### src/rtl/core/fdmc_pkg.sv
// Package for the fail-safe drive mode controller.
// Holds item codes, state and result structs and counter sizing.
// No dependencies.
package fdmc_pkg;

    localparam int COUNT_WIDTH  = 32;
    localparam int NUM_COUNTERS = 10;

    typedef logic [COUNT_WIDTH-1:0]  count_t;
    typedef logic [NUM_COUNTERS-1:0] bump_t;

    localparam logic [1:0] MODE_AUTO   = 2'd0;
    localparam logic [1:0] MODE_REMOTE = 2'd1;
    localparam logic [1:0] MODE_SAFE   = 2'd2;

    localparam logic [3:0] ACT_PEER_UP    = 4'd0;
    localparam logic [3:0] ACT_PEER_DOWN  = 4'd1;
    localparam logic [3:0] ACT_NET_DOWN   = 4'd2;
    localparam logic [3:0] ACT_NET_UP     = 4'd3;
    localparam logic [3:0] ACT_HB_LOST    = 4'd4;
    localparam logic [3:0] ACT_TELEMETRY  = 4'd5;
    localparam logic [3:0] ACT_LINK_ERR   = 4'd6;
    localparam logic [3:0] ACT_COMMAND    = 4'd7;
    localparam logic [3:0] ACT_READ_COUNT = 4'd8;

    localparam logic [2:0] CMD_TAKEOVER = 3'd0;
    localparam logic [2:0] CMD_FORWARD  = 3'd1;
    localparam logic [2:0] CMD_STOP     = 3'd2;
    localparam logic [2:0] CMD_ESTOP    = 3'd3;
    localparam logic [2:0] CMD_RECOVER  = 3'd4;

    localparam int CNT_PEER_UP   = 0;
    localparam int CNT_PEER_DOWN = 1;
    localparam int CNT_NET_DOWN  = 2;
    localparam int CNT_NET_UP    = 3;
    localparam int CNT_HB_LOST   = 4;
    localparam int CNT_TELEMETRY = 5;
    localparam int CNT_LINK_ERR  = 6;
    localparam int CNT_EMERGENCY = 7;
    localparam int CNT_CONTROL   = 8;
    localparam int CNT_ACKS      = 9;

    localparam logic [7:0] FORWARD_SPEED_RESET = 8'd60;

    typedef struct packed {
        logic [3:0] action;
        logic [2:0] command;
        logic       ctrl;
        logic [3:0] counter_index;
    } item_t;

    typedef struct packed {
        logic [1:0] mode;
        logic       emergency;
        logic       link;
        logic [7:0] speed;
        logic       gear;
        logic [1:0] last_mode;
        logic       log_nonempty;
    } drive_state_t;

    typedef struct packed {
        logic [1:0]  mode;
        logic        emergency;
        logic        link;
        logic [7:0]  speed;
        logic        gear;
        logic        accepted;
        logic        logged;
        logic [31:0] counter_value;
    } result_t;

endpackage

### src/rtl/core/fdmc_counters.sv
// Bank of saturating event counters with one read port.
// Depends on fdmc_pkg.
module fdmc_counters
    import fdmc_pkg::*;
(
    input  logic        clk,
    input  logic        rst_n,
    input  logic        bump_en,
    input  bump_t       bump,
    input  logic [3:0]  rd_index,
    output logic [31:0] rd_value
);

    count_t      cnt_reg [NUM_COUNTERS];
    logic [63:0] rd_wide;

    always_ff @(posedge clk or negedge rst_n)
    begin
        if (!rst_n)
        begin
            for (int i = 0; i < NUM_COUNTERS; i++)
            begin
                cnt_reg[i] <= '0;
            end
        end
        else if (bump_en)
        begin
            for (int i = 0; i < NUM_COUNTERS; i++)
            begin
                if (bump[i] && (cnt_reg[i] != '1))
                begin
                    cnt_reg[i] <= cnt_reg[i] + count_t'(1);
                end
            end
        end
    end

    always_comb
    begin
        rd_wide = '0;
        if (32'(rd_index) < NUM_COUNTERS)
        begin
            rd_wide = 64'(cnt_reg[rd_index]);
        end
        rd_value = (rd_wide > 64'hFFFF_FFFF) ? 32'hFFFF_FFFF : rd_wide[31:0];
    end

endmodule

### src/rtl/core/fdmc_update.sv
// Next-state and result logic for one item.
// Depends on fdmc_pkg.
module fdmc_update
    import fdmc_pkg::*;
(
    input  item_t        item,
    input  drive_state_t cur,
    input  logic [7:0]   forward_speed,
    input  logic [31:0]  rd_value,
    output drive_state_t nxt,
    output result_t      res,
    output bump_t        bump
);

    drive_state_t st;
    logic         log_req;
    logic         logged;
    logic         accepted;
    logic [31:0]  cval;

    always_comb
    begin
        st       = cur;
        log_req  = 1'b0;
        logged   = 1'b0;
        accepted = 1'b0;
        cval     = '0;
        bump     = '0;

        unique case (item.action)
            ACT_PEER_UP:
            begin
                st.link  = 1'b1;
                st.mode  = cur.emergency ? MODE_SAFE : MODE_AUTO;
                st.speed = '0;
                if (cur.emergency)
                begin
                    st.gear = 1'b0;
                end
                log_req = 1'b1;
                bump[CNT_PEER_UP] = 1'b1;
            end
            ACT_PEER_DOWN:
            begin
                st.link  = 1'b0;
                st.speed = '0;
                st.gear  = 1'b0;
                st.mode  = cur.emergency ? MODE_SAFE : MODE_AUTO;
                log_req  = 1'b1;
                bump[CNT_PEER_DOWN] = 1'b1;
            end
            ACT_NET_DOWN:
            begin
                st.link      = 1'b0;
                st.mode      = MODE_SAFE;
                st.emergency = 1'b1;
                st.speed     = '0;
                st.gear      = 1'b0;
                log_req      = 1'b1;
                bump[CNT_NET_DOWN]  = 1'b1;
                bump[CNT_EMERGENCY] = 1'b1;
            end
            ACT_NET_UP:
            begin
                st.link  = 1'b1;
                st.mode  = cur.emergency ? MODE_SAFE : MODE_AUTO;
                st.speed = '0;
                log_req  = 1'b1;
                bump[CNT_NET_UP] = 1'b1;
            end
            ACT_HB_LOST:
            begin
                st.mode      = MODE_SAFE;
                st.emergency = 1'b1;
                st.speed     = '0;
                st.gear      = 1'b0;
                log_req      = 1'b1;
                bump[CNT_HB_LOST]   = 1'b1;
                bump[CNT_EMERGENCY] = 1'b1;
            end
            ACT_TELEMETRY:
            begin
                bump[CNT_TELEMETRY] = 1'b1;
            end
            ACT_LINK_ERR:
            begin
                st.mode      = MODE_SAFE;
                st.emergency = 1'b1;
                st.speed     = '0;
                st.gear      = 1'b0;
                log_req      = 1'b1;
                bump[CNT_LINK_ERR]  = 1'b1;
                bump[CNT_EMERGENCY] = 1'b1;
            end
            ACT_COMMAND:
            begin
                bump[CNT_CONTROL]   = item.ctrl;
                bump[CNT_EMERGENCY] = (item.command == CMD_ESTOP);
                accepted = 1'b1;
                priority if (item.command == CMD_TAKEOVER && cur.mode == MODE_AUTO)
                begin
                    st.mode = MODE_REMOTE;
                    st.gear = 1'b1;
                    log_req = 1'b1;
                end
                else if (item.command == CMD_FORWARD && cur.mode == MODE_REMOTE
                         && !cur.emergency)
                begin
                    st.speed = forward_speed;
                end
                else if (item.command == CMD_STOP && cur.mode == MODE_REMOTE)
                begin
                    st.speed = '0;
                end
                else if (item.command == CMD_ESTOP)
                begin
                    st.mode      = MODE_SAFE;
                    st.emergency = 1'b1;
                    st.speed     = '0;
                    st.gear      = 1'b0;
                    log_req      = 1'b1;
                end
                else if (item.command == CMD_RECOVER && cur.mode == MODE_SAFE)
                begin
                    st.mode      = MODE_AUTO;
                    st.emergency = 1'b0;
                    st.speed     = '0;
                    st.gear      = 1'b0;
                    log_req      = 1'b1;
                end
                else
                begin
                    accepted = 1'b0;
                end
                bump[CNT_ACKS] = accepted;
            end
            ACT_READ_COUNT:
            begin
                cval = rd_value;
            end
            default:
            begin
            end
        endcase

        if (log_req && (!st.log_nonempty || st.last_mode != st.mode))
        begin
            st.last_mode    = st.mode;
            st.log_nonempty = 1'b1;
            logged          = 1'b1;
        end
    end

    assign nxt = st;
    assign res = {st.mode, st.emergency, st.link, st.speed, st.gear, accepted, logged, cval};

endmodule

### src/rtl/core/failsafe_drive_mode_controller_top.sv
// Top level of the fail-safe drive mode controller.
// Depends on fdmc_pkg, fdmc_counters and fdmc_update.
//
// An item accepted at a clock edge shows up as a result item right after the
// next edge, provided the output is free. The item is held in an input register,
// the mode, latch, speed, gear and counter updates are worked out from that
// register, and the result lands in an output register. One item per cycle
// is sustained while out_stall is low; state and counters update as the item
// enters the output register, which closes the loop between items. A stalled
// result holds while one more item waits in the input register. Write
// forward_speed only while no item is in flight; cfg_ready is always high.
module failsafe_drive_mode_controller_top
    import fdmc_pkg::*;
(
    input  logic        clk,
    input  logic        rst_n,
    input  logic        in_valid,
    output logic        in_stall,
    input  logic [3:0]  action,
    input  logic [2:0]  command,
    input  logic        from_control_channel,
    input  logic [3:0]  counter_index,
    output logic        out_valid,
    input  logic        out_stall,
    output logic [1:0]  drive_mode,
    output logic        emergency_active,
    output logic        peer_linked,
    output logic [7:0]  speed_tenths,
    output logic        gear_engaged,
    output logic        command_accepted,
    output logic        mode_logged,
    output logic [31:0] counter_value,
    input  logic        cfg_valid,
    output logic        cfg_ready,
    input  logic [7:0]  cfg_data
);

    logic         s1_valid_reg;
    item_t        item_reg;
    drive_state_t state_reg;
    drive_state_t state_next;
    logic [7:0]   fwd_speed_reg;
    logic         out_valid_reg;
    result_t      result_reg;
    result_t      result_next;
    bump_t        bump;
    logic [31:0]  rd_value;
    logic         s1_adv;
    logic         in_accept;

    assign s1_adv    = s1_valid_reg && (!out_valid_reg || !out_stall);
    assign in_stall  = s1_valid_reg && !s1_adv;
    assign in_accept = in_valid && !in_stall;
    assign cfg_ready = 1'b1;

    fdmc_counters u_counters (
        .clk      (clk),
        .rst_n    (rst_n),
        .bump_en  (s1_adv),
        .bump     (bump),
        .rd_index (item_reg.counter_index),
        .rd_value (rd_value)
    );

    fdmc_update u_update (
        .item          (item_reg),
        .cur           (state_reg),
        .forward_speed (fwd_speed_reg),
        .rd_value      (rd_value),
        .nxt           (state_next),
        .res           (result_next),
        .bump          (bump)
    );

    always_ff @(posedge clk or negedge rst_n)
    begin
        if (!rst_n)
        begin
            s1_valid_reg  <= 1'b0;
            out_valid_reg <= 1'b0;
            state_reg     <= '0;
            fwd_speed_reg <= FORWARD_SPEED_RESET;
        end
        else
        begin
            if (in_accept)
            begin
                s1_valid_reg <= 1'b1;
            end
            else if (s1_adv)
            begin
                s1_valid_reg <= 1'b0;
            end

            if (s1_adv)
            begin
                out_valid_reg <= 1'b1;
                state_reg     <= state_next;
            end
            else if (!out_stall)
            begin
                out_valid_reg <= 1'b0;
            end

            if (cfg_valid && cfg_ready)
            begin
                fwd_speed_reg <= cfg_data;
            end
        end
    end

    always_ff @(posedge clk)
    begin
        if (in_accept)
        begin
            item_reg.action        <= action;
            item_reg.command       <= command;
            item_reg.ctrl          <= from_control_channel;
            item_reg.counter_index <= counter_index;
        end
        if (s1_adv)
        begin
            result_reg <= result_next;
        end
    end

    assign out_valid        = out_valid_reg;
    assign drive_mode       = result_reg.mode;
    assign emergency_active = result_reg.emergency;
    assign peer_linked      = result_reg.link;
    assign speed_tenths     = result_reg.speed;
    assign gear_engaged     = result_reg.gear;
    assign command_accepted = result_reg.accepted;
    assign mode_logged      = result_reg.logged;
    assign counter_value    = result_reg.counter_value;

endmodule

### config.mk
export PLATFORM = sky130hd
export DESIGN_NAME = failsafe_drive_mode_controller_top
export DESIGN_NICKNAME = d
export VERILOG_FILES = /design/src/rtl/core/fdmc_pkg.sv /design/src/rtl/core/fdmc_counters.sv /design/src/rtl/core/fdmc_update.sv /design/src/rtl/core/failsafe_drive_mode_controller_top.sv
export SDC_FILE = /design/constraint.sdc
export NUM_CORES = 1
export LEC_CHECK = 0
export ABC_AREA = 1
export BUFFER_PORTS_ARGS = -buffer_cell sky130_fd_sc_hd__buf_2
export CAP_MARGIN = 25
export CORE_UTILIZATION = 30
export CTS_BUF_LIST = sky130_fd_sc_hd__clkbuf_8
export CTS_CLUSTER_SIZE = 8
export DETAILED_ROUTE_END_ITERATION = 6
export GPL_ROUTABILITY_DRIVEN = 0
export GPL_TIMING_DRIVEN = 0
export MAX_ROUTING_LAYER = met4
export PLACE_DENSITY = 0.56
export SYNTH_ARGS = -nofsm -noshare
export SYNTH_HDL_FRONTEND = slang
export SYNTH_SLANG_ARGS = --single-unit
### constraint.sdc
create_clock -name clk -period 3.6 [get_ports clk]
set_clock_uncertainty 0.2 [all_clocks]
set_input_delay 0.72 -clock clk [delete_from_list [all_inputs] [get_ports clk]]
set_output_delay 0.72 -clock clk [all_outputs]
set_load 0.03 [all_outputs]
==> reports/qor.csv <==
stage,metric,value,unit
critical_path,critPathCaptureType,flip-flop,
placement,dpl.hpwl,73100,microns
yosys,synth_cell_types,54,
detailed_routing,wl,93300,microns
global_routing,antenna_found_initial,1,
detailed_routing,wl_per_cell,19.2,microns
critical_path,worstPathRequired,3.83,ns
yosys,syn_avg_cell_area,7.41,sq um
die,rows,107,
clocking,cts_resized,0,
min_path,hold_end,fwd_speed_reg[1],
finish,syn_to_final_growth,14.0,%
power,powerDensity,514,nW/um^2
min_path,hold_start,cfg_data[1],
timing,fmax,311,MHz
yosys,synth_top_area_cell,dfrtp_1,
yosys,synth_edf_count,59,
die,die_w,295,microns
die,die_area,87100,sq um
detailed_routing,firstDrtPassIters,7,
clocking,cts_setup_buffers,0,
clocking,cts_sinks,405,
detailed_routing,num_vias,24700,
critical_path,crit_chain,clkbuf_1 -> clkbuf_1 -> a21oi_1 -> o21ai_0 -> nand3_1 -> nand3_1 -> a21oi_1,
timing,final_hold_viol_count,0,
timing,layout_min_cycle_time,3.22,ns
power,power,15.1,mW
die,initial_core_util,0.303,
timing,setup_viol,0,
detailed_routing,top_layer_used,met4,
critical_path,crit_path_top_delay_cell,clkbuf_1,
clocking,cts_buffer_depth,3,
timing,rsz0062_at_grt,no,
critical_path,reg2reg_from,item_reg[0],
yosys,netlist_instances,3476,
die,core,85100,sq um
min_path,holdPathStages,3,
detailed_routing,met1Wirelength,39800,microns
placement,portBuffers,73,
power,vdd_drop_max,0.263,mV
yosys,synth_area_leaders,"dfrtp_1, nand2_1, xor2_1",
status,violations,design-rule violations,
flow_run,maxCapViolCount,0,
yosys,synth_seq_cells,405,
timing,hold_slack,0.0457,ns
yosys,synthArstFlopShare,0.854,
critical_path,cp_max_fo,10,
clocking,clk_latency,0.70,ns
timing,setup_slack,0.383,ns
yosys,ys.warnings.count,0,
die,top_level_ports,75,
global_routing,grt_pass1_vias,23300,
timing,worst_pin_slew,0.962,ns
clocking,numCtsBuffers,74,
power,p_leak,12.5,nW
clocking,cts.clk_slew.worst_paths,0.06,ns
finish,largest_register_ffs,320,
clocking,cts_tree,done,
yosys,synth.cell_area,25800,sq um
detailed_routing,dr_wl_met3,8980,microns
critical_path,worstRegToRegCells,7,
detailed_routing,drtIter0Drc,2801,
placement,place_ws,0.117,ns
yosys,synth_top_area_frac,0.332,
critical_path,cpPeakStageDelay,0.60,ns
yosys,syn_nets,3511,
global_routing,grt_overflow,0,
critical_path,arrival,3.45,ns
global_routing,grt_start_max_net_pins,109,
clocking,htree_levels,3,
global_routing,grt_first_pass_wirelength,141000,microns
detailed_routing,final_antenna_net_count,0,
critical_path,ff2ff_setup_slack,0.38,ns
yosys,yosysSeqAreaShare,0.405,
yosys,netlist_top_cells_count,"nand2_1, inv_1, dfrtp_1",
detailed_routing,wl_met2,40500,microns
critical_path,worst-setup-path-type,flip-flop to flip-flop,
clocking,cts_root_buf,clkbuf_8,
detailed_routing,post_drt_via_cell_ratio,5.09,
yosys,synth-main-ff-cell,dfrtp_1,
die,dieHeight,295,microns
min_path,hp-class,input pin to flip-flop,
global_routing,grt_usage,0.221,
timing,slew-limit-headroom,0.352,
yosys,yosysMostFrequentCell,nand2_1,
critical_path,r2r_end,counter_value[31],
timing,finalCritPeriodShare,0.894,
detailed_routing,drc,293,
critical_path,worstSetupStartpointType,flip-flop,
timing,drv_slew,0,
finish,final_layout_size_suffix_gt1_frac,0.101,
status,status,"finished, violations left",
finish,layout.nets,3684,
## metal layers
layer / global-route usage / vias up
li1: - / 11700
met1: 0.286 / 11600
met2: 0.326 / 1084
met3: 0.0640 / 259
met4: 0.0843 / 0
met5: - / -
## cell type report
| cell class | instances | area (sq um) |
|---|---|---|
| diodes | 1 | 2.50 |
| plain buffers | 127 | 713 |
| clock buffers | 90 | 1240 |
| clock inverters | 41 | 263 |
| fillers | 9214 | 55800 |
| inverters | 360 | 1360 |
| multi-input cells | 2584 | 13300 |
| flip-flops and latches | 405 | 10400 |
| well taps | 1144 | 1430 |
| repair buffers | 97 | 673 |
## timing repair
| item | 4_1_cts | 5_1_grt |
|---|---|---|
| endpoints found under the hold margin | 63 | 0 |
| setup endpoints to repair | 0 | 0 |
| hold buffers | 18 | 0 |
## cells in the final DEF, fill, tap and decap left out, drive strengths merged
cell and n:
nand2 953, inv 383, o21ai 355, dfrtp 342, nor2 302, xor2 245
nor3 189, nand3 186, clkbuf 157, a21oi 144, buf 139, nand4 76
edfxtp 59, xnor2 42, nor4 25, o211ai 19, dlygate4sd3 18, clkinv 14
ha 10, o21bai 9, nor3b 7, nand3b 6, dfstp 4, mux2i 3
o22ai 3, and3 2, clkinvlp 2, bufinv 2, a21boi 2, diode 1
o31ai 1, a31oi 1, a211oi 1, and2 1, o221ai 1, conb 1
## power by group
| part | internal (mW) | switching [mW] | leakage, nW |
|---|---|---|---|
| Sequential | 5.52 | 1.03 | 4.86 |
| Combinational | 1.23 | 2.76 | 6.82 |
| Clock | 2.43 | 2.13 | 0.847 |
## metrics by stage
stage	instance area, sq um	cells	setup TNS (ns)	util
after floorplan	25800	3476	0	-
after global placement	27600	4693	-2031.88	0.324
after detailed placement	27700	4699	0	0.325
after CTS	29400	4848	0	0.345
after global routing	29400	4848	0	0.345
final	29400	4849	0	0.345
## logic make-up after synthesis
kind of cell	synth area share
and+or+nand+nor	0.295
DFF	0.405
AOI/OAI and AO/OA	0.116
xor gates and xnor gates	0.0976
other	0.000146
buffers and inverters	0.0804
adders and majority gates	0.00486
muxes	0.00117
## worst max-delay path by stage
stage           startpoint                       to  slack, ns  cells past startpoint
2_1_floorplan    out_stall         command_accepted       0.11                      5
3_3_place_gp         rst_n  u_counters.cnt_reg[243]      -5.73                      1
3_5_place_dp     out_stall        counter_value[22]       0.12                      7
4_1_cts          out_valid        counter_value[22]       0.56                      6
5_1_grt          out_valid        counter_value[31]       0.45                      6
6_report       item_reg[0]        counter_value[31]       0.38                      7
## worst max-delay path, delay by kind of cell, from the launching register on
kind / cells / cell delay (ns)
AO/OA/AOI/OAI: 3 / 0.66
flip-flops: 1 / 0.52
buffers and inverters: 2 / 1.11
AND/OR/NAND/NOR: 2 / 0.45
Note: power is estimated with default switching activity, not from simulation.
